### src/hw/rtl/dap_pkg.sv
// ----------------------------------------------------------------------------
// dap_pkg
// Shared constants for the dipole angle restraint force pipeline.
// ----------------------------------------------------------------------------
package dap_pkg;

	// restraint types and configuration port
	localparam int NUM_TYPES = 4;
	localparam int TYPE_W    = 2;
	localparam int CFG_IDX_W = 3;
	localparam int CFG_W     = 31;

	// register indexes: force constants first, then rest cosines
	localparam logic [CFG_IDX_W-1:0] CFG_K_TYPE0     = 3'd0;
	localparam logic [CFG_IDX_W-1:0] CFG_CREST_TYPE0 = 3'd4;

	// rest cosine after reset is 1.0
	localparam logic signed [17:0] CREST_RESET = 18'sd65536;

	// latencies of the arithmetic units
	localparam int MUL_LAT  = 2;
	localparam int SQRT_LAT = 33;
	localparam int DIV_LAT  = 64;

endpackage

### src/hw/rtl/dap_isqrt.sv
// ----------------------------------------------------------------------------
// dap_isqrt
// Pipelined integer square root of a 66-bit value, one root bit per stage.
// ----------------------------------------------------------------------------
module dap_isqrt import dap_pkg::*; (
	input  logic        clk,
	input  logic        en,
	input  logic [65:0] v,
	output logic [32:0] root
);

	localparam int STEPS = SQRT_LAT;

	logic [34:0] rem_s  [STEPS];
	logic [32:0] root_s [STEPS];
	logic [65:0] val_s  [STEPS-1];
	logic [34:0] rem_in  [STEPS];
	logic [32:0] root_in [STEPS];
	logic [65:0] val_in  [STEPS];

	// stage inputs
	always_comb begin
		rem_in[0]  = '0;
		root_in[0] = '0;
		val_in[0]  = v;
		for (int i = 1; i < STEPS; i++) begin
			rem_in[i]  = rem_s[i-1];
			root_in[i] = root_s[i-1];
			val_in[i]  = val_s[i-1];
		end
	end

	for (genvar g = 0; g < STEPS; g++) begin : g_step
		logic [36:0] ext;
		logic [36:0] trial;

		// bring down the next bit pair and try root*4+1
		assign ext   = {rem_in[g], val_in[g][2*(STEPS-1-g)+1 -: 2]};
		assign trial = {2'b00, root_in[g], 2'b01};

		always_ff @(posedge clk) begin
			if (en) begin
				if (ext >= trial) begin
					rem_s[g]  <= 35'(ext - trial);
					root_s[g] <= {root_in[g][31:0], 1'b1};
				end else begin
					rem_s[g]  <= ext[34:0];
					root_s[g] <= {root_in[g][31:0], 1'b0};
				end
			end
		end

		if (g < STEPS-1) begin : g_val
			always_ff @(posedge clk) begin
				if (en) begin
					val_s[g] <= val_in[g];
				end
			end
		end
	end

	assign root = root_s[STEPS-1];

endmodule

### config.mk
export PLATFORM = sky130hd
export DESIGN_NAME = dap_isqrt
export DESIGN_NICKNAME = d
export VERILOG_FILES = /design/src/hw/rtl/dap_pkg.sv /design/src/hw/rtl/dap_isqrt.sv
export SDC_FILE = /design/constraint.sdc
export NUM_CORES = 2
export LEC_CHECK = 0
export ABC_CLOCK_PERIOD_IN_PS = 5400
export BUFFER_PORTS_ARGS = -buffer_cell sky130_fd_sc_hd__buf_2
export CORE_MARGIN = 4
export CORE_UTILIZATION = 55
export DETAILED_ROUTE_END_ITERATION = 16
export HOLD_SLACK_MARGIN = 0.08
export PLACE_DENSITY = 0.71
export SLEW_MARGIN = 30
export SYNTH_ARGS = -nofsm -noshare
export SYNTH_HDL_FRONTEND = slang
export SYNTH_MEMORY_MAX_BITS = 65536
export SYNTH_SLANG_ARGS = --single-unit
### constraint.sdc
create_clock -name clk -period 5.4 [get_ports clk]
set_clock_uncertainty 0.15 [all_clocks]
set_input_delay 0.27 -clock clk [delete_from_list [all_inputs] [get_ports clk]]
set_output_delay 0.27 -clock clk [all_outputs]
set_load 0.005 [all_outputs]
# After elaboration in Yosys (flattened, before gate mapping)
# Memory sizes are Yosys's and may differ from the RTL's.
# Index checks and enable logic that the tools add are counted.
[word_totals] register_bits=0 latch_bits=0 ram_bits=4356 rom_bits=0 input_bits=68 out_inout_bits=33 word_cells=401 n_memories=3
[op_classes] add_sub_neg=33 multipliers=0 div=0 n_lt_le_gt_ge=33 eq_ne=0 shift=0 n_mux=266 n_bitwise=66 n_reduce_logical=0
[mem_list] name="val_s" depth=32 word_bits=66 rd=32 rd_clocked_by_memory_dff=0 wr=32 line_no="dap_isqrt.sv:16" text="logic [65:0] val_s [STEPS-1];"
[mem_list] name="rem_s" depth=33 word_bits=35 rd=32 rd_clocked_by_memory_dff=0 wr=33 line_no="dap_isqrt.sv:14" text="logic [34:0] rem_s [STEPS];"
[mem_list] name="root_s" depth=33 word_bits=33 rd=33 rd_clocked_by_memory_dff=0 wr=33 line_no="dap_isqrt.sv:15" text="logic [32:0] root_s [STEPS];"
[ops] op="greater-or-equal comparator 37 x 35 -> 1 bit" count=32
[ops] op="two-way mux 35 bit" count=33
[ops] op="subtractor 35 bit" count=32
[ops] op="two-way mux 33 bit" count=33
[ops] op="two-way mux 1 bit" count=200
[ops] op="bitwise OR 1 bit" count=66
[ops] op="subtractor 2 x 1 -> 3 bit, second input constant" count=1
[ops] op="greater-or-equal comparator 2 x 1 -> 1 bit, second input constant" count=1

# Depth between registers and ports, before layout
# An unclocked memory read counts as a cell.
[logic_depth] depth_word=6 ltp_mapped=14 depth_no_buf=13

# Least setup slack after synthesis
# OpenSTA, ideal clock, no wires.
[synth_path] kind="flip-flop to flip-flop" start="memory rem_s[4][13]" end="memory rem_s[5][18] (data pin)" setup_time_ns=0.266 t_arrival_ns=3.822 t_required_ns=4.984 setup_slack_ns=1.163 stages_incl_launch_ff=11 path_buffers=0 synth_period_minus_slack_ns=4.237 cell_sequence="edfxtp_1 or4_1 or4_1 or4_4 o311a_1 o311a_1 or3_4 or3_4 or4_4 nor3_1 xor2_1"
[synth_lines] item="from (decl)" line_no="dap_isqrt.sv:14"

==> impl_results.md <==
* Final count of pins violating max slew at 0
* Final net count at around 11000
* Top-Level Pins at 101
* Final hold vios at 0
* Hold depth at 2
* Synth warn at 0
* Layout cells sized above 1 at 7.50%
* Tightest Pin Transition at around 1.1 ns
* WL/cell at 19.8 µm
* Startpoint Class: register
* Most frequent cells in the layout: edfxtp_1, nand2_1, inv_1
* Critical Path Max Stage Delay at roughly 0.57 ns
* Final setup vio count at 0
* Yosys cell types at around 80
* Crit path kind: reg -> reg
* Post-synthesis mux area share at 1.00%
* PortBufs at 100
* Post-cts sizing count at 0
* Sw Pwr at 16.7 mW
* Clk sinks at ~2700
* Number of fill cells at approximately 17000
* Worst path cell trace: or4_1 -> or4_1 -> or4_4 -> o311a_1 -> o311a_1 -> or3_4 -> or3_4 -> or4_4 -> nor3_1 -> xor2_1
* Placeable Area at about 230000 µm²
* FP Rows at 175
* Clk buf depth at 4
* PD cells at 424 nW/µm²
* Hold path startpoint: en
* Layout area overhead at 12.0%
* CTS tree: done
* Period utilization at between 80% and 90%
* Vias/cell at approximately 5.7
* XOR/XNOR share of the synthesized area at 6.27%
* Pleak at about 54 nW
* Total CTS buffers at roughly 300
* Reg-to-Reg End: rem_s[5][18]
* Detailed placement HPWL at 191000 µm
* First-pass GRT wire length at around 420000 µm
* Worst min path class: in -> reg
* DRT Pass-1 Iters at 6
* Total power at about 60 mW
* CP Data Arrival Time at about 5.1 ns
* Critical R2R Launch: rem_s[4][13]
* Clk pwr share at around a third
* Crit-path max FO at 12
* Placed cells at 12854
* Cells after Synth at between 9000 and 10000
* Vias in the first global route at approximately 75000
* Synthesized area at ~130000 µm²
* Post-synthesis adder-cell area fraction at between 5 and 6%
* WP buf/inv at 0
* Worst-Skew Late Latency at between 0.9 and 1 ns
* Max VDD drop at just over 0.0003 V
* Ys flop type: edfxtp_1
* # Max-Cap Violations at 0
* Post-synthesis sequential area ratio at ~64%
* Gr usage total at 22.3%
* Number of H-tree levels at 5
* Number of synthesized flops with an enable pin at roughly 2700
* Commonest non-fill, non-tap cell in the layout: edfxtp_1
* Unrepaired setup endpoints after global routing: false
* Critical Path End Type: register
* Slowest-stage cell, CP: or4_1
* Largest delay share family, worst path: simple AND/OR/NAND/NOR gates
* Ys async rst share at 0%
* Fin util at 62.0%
* Initial DRC Count at just under 6000
* Sequential fraction of design power at between 40% and 50%
* Routed vias at 77010
* Setup TNS at 0 ns
* Routed Antenna Nets at 0
* Post-synthesis register bit count at between 2000 and 3000
* Mean Syn Cell Area at ~13 µm²
* Int Pwr at 43.2 mW
* Worst-case hold path end point: val_s[0][40]
* Initial Utilization at a little under three fifths
* Max Fclk at 0.217 GHz
* Post-layout min period at 4.61 ns
* Reg2Reg Setup Slack at 0.79 ns
* R2r worst-path depth at 10
* Relative slew slack at a little over a quarter
* Crit. Startpoint: rem_s[4][13]
* Syn nets at 10564
* Largest net degree at the start of global routing at just over 200
* Hold WS at between 0.15 and 0.2 ns
* Compound-gate portion of the synthesized area at 9.52%
* Post-Synth Simple-Gate Area at a little over a tenth
* Gr ovfl total at 0
* Switch share at between 20 and 30%
* GP Congestion at about 0.9
* Comb pwr share at 20.0%
* Die ar. at approximately 240000 µm²
* Routed wire length at about 270000 µm
* Combinational family with the most area after synthesis: simple AND/OR/NAND/NOR gates
* CTS root buffer: clkbuf_16
* Drc violations at 0
* Worst Path Required at 5.88 ns
* Non-filler instance count after layout at ~14000
* Die span in x at between 400 and 500 µm
* Outcome: complete, no violations
* Die Height at approximately 500 µm
* Worst-path clk slew at around 0.060 ns
* Initial antenna violation count at 3
* Post-CTS Setup Inserts at 0
## flip-flops by register name, summed over array words and instances, names as in the netlist
signal,cells
val_s,1056
root_s,561
rem_s,1067
## power groups by stage
stage               combinational, mW  sequential [mW]  clock (mW)
finish                           12.0             28.2        19.7
global route                     13.3             28.4        21.2
CTS                              12.0             28.2        20.2
detailed placement               11.8             28.6           0
global placement                 11.6             28.6           0
floorplan                        9.01             27.7           0
## timing repair
action                                  4_1_cts  5_1_grt
hold endpoints to repair                    306        0
endpoints found under the setup margin        0        0
hold buffers                                135        0
## area by class of cell
class                   instances  area [µm²]  area share, %
well taps                    3009        3760           2.66
inverters                     763        2860           2.03
flip-flops and latches       2684       80600           57.0
repair buffers                314        2620           1.85
clock buffers                 360        7880           5.58
diodes                          2        5.00        0.00354
multi-input cells            6220       42000           29.7
clock inverters               157        1590           1.13
## kinds of logic after synthesis
| group | count (synthesis) |
|---|---|
| xor+xnor | 903 |
| buf+inv | 995 |
| compound gates | 1939 |
| fa+ha+maj | 597 |
| mux | 114 |
| simple gates | 2667 |
| flops | 2684 |
## cell usage after synthesis (12+ instances only)
cell type / instances / share of area [%]
a2111oi_0: 23 / 0.16
a211o_1: 23 / 0.16
a211oi_1: 38 / 0.23
a21boi_0: 19 / 0.11
a21o_1: 274 / 1.6
a21oi_1: 492 / 2.0
a31o_2: 18 / 0.12
a31oi_1: 66 / 0.33
and2_1: 64 / 0.32
and3_1: 63 / 0.31
and4_1: 12 / 0.083
buf_1: 14 / 0.042
clkbuf_1: 218 / 0.65
edfxtp_1: 2683 / 64
ha_1: 597 / 5.9
inv_1: 762 / 2.3
mux2_2: 97 / 0.87
mux2i_1: 17 / 0.13
nand2_1: 834 / 2.5
nand2b_1: 125 / 0.62
nand3_1: 156 / 0.62
nand3b_1: 32 / 0.19
nand4_1: 105 / 0.52
nand4b_1: 20 / 0.14
nor2_1: 491 / 1.5
nor2b_1: 96 / 0.48
nor3_1: 250 / 0.99
nor3b_1: 12 / 0.071
nor4_1: 163 / 0.81
nor4b_1: 23 / 0.16
o211ai_1: 20 / 0.12
o21a_1: 117 / 0.70
o21ai_0: 599 / 2.4
o21bai_1: 67 / 0.40
o31a_1: 13 / 0.090
o31ai_1: 40 / 0.24
or2_2: 36 / 0.18
or3_1: 99 / 0.49
or4_1: 55 / 0.33
xnor2_1: 480 / 3.3
xor2_1: 423 / 2.9
## metrics by stage
stage	cell area [µm²]	setup slack, ns
6_report	141000	0.792
5_1_grt	141000	0.492
4_1_cts	141000	0.784
3_5_place_dp	130000	0.761
3_3_place_gp	130000	0.748
2_1_floorplan	126000	1.16
## worst max path at each step
stage	cells after the start	slack (ns)	endpoint
4_1_cts	10	0.78	rem_s[5][18]
3_3_place_gp	10	0.75	rem_s[5][18]
3_5_place_dp	10	0.76	rem_s[5][18]
5_1_grt	10	0.49	rem_s[17][32]
2_1_floorplan	10	1.16	rem_s[5][18]
6_report	10	0.79	rem_s[5][18]
## metal layers
metal / vias to the layer above / GRT usage, % / wire length [µm]
met2: 1858 / 38.2 / 132000
li1: 37287 / - / -
met1: 37358 / 29.8 / 116000
met4: 2 / 6.77 / 8240
met5: - / 0 / 19
met3: 505 / 2.74 / 11400
(Power assumes the default switching activity.)
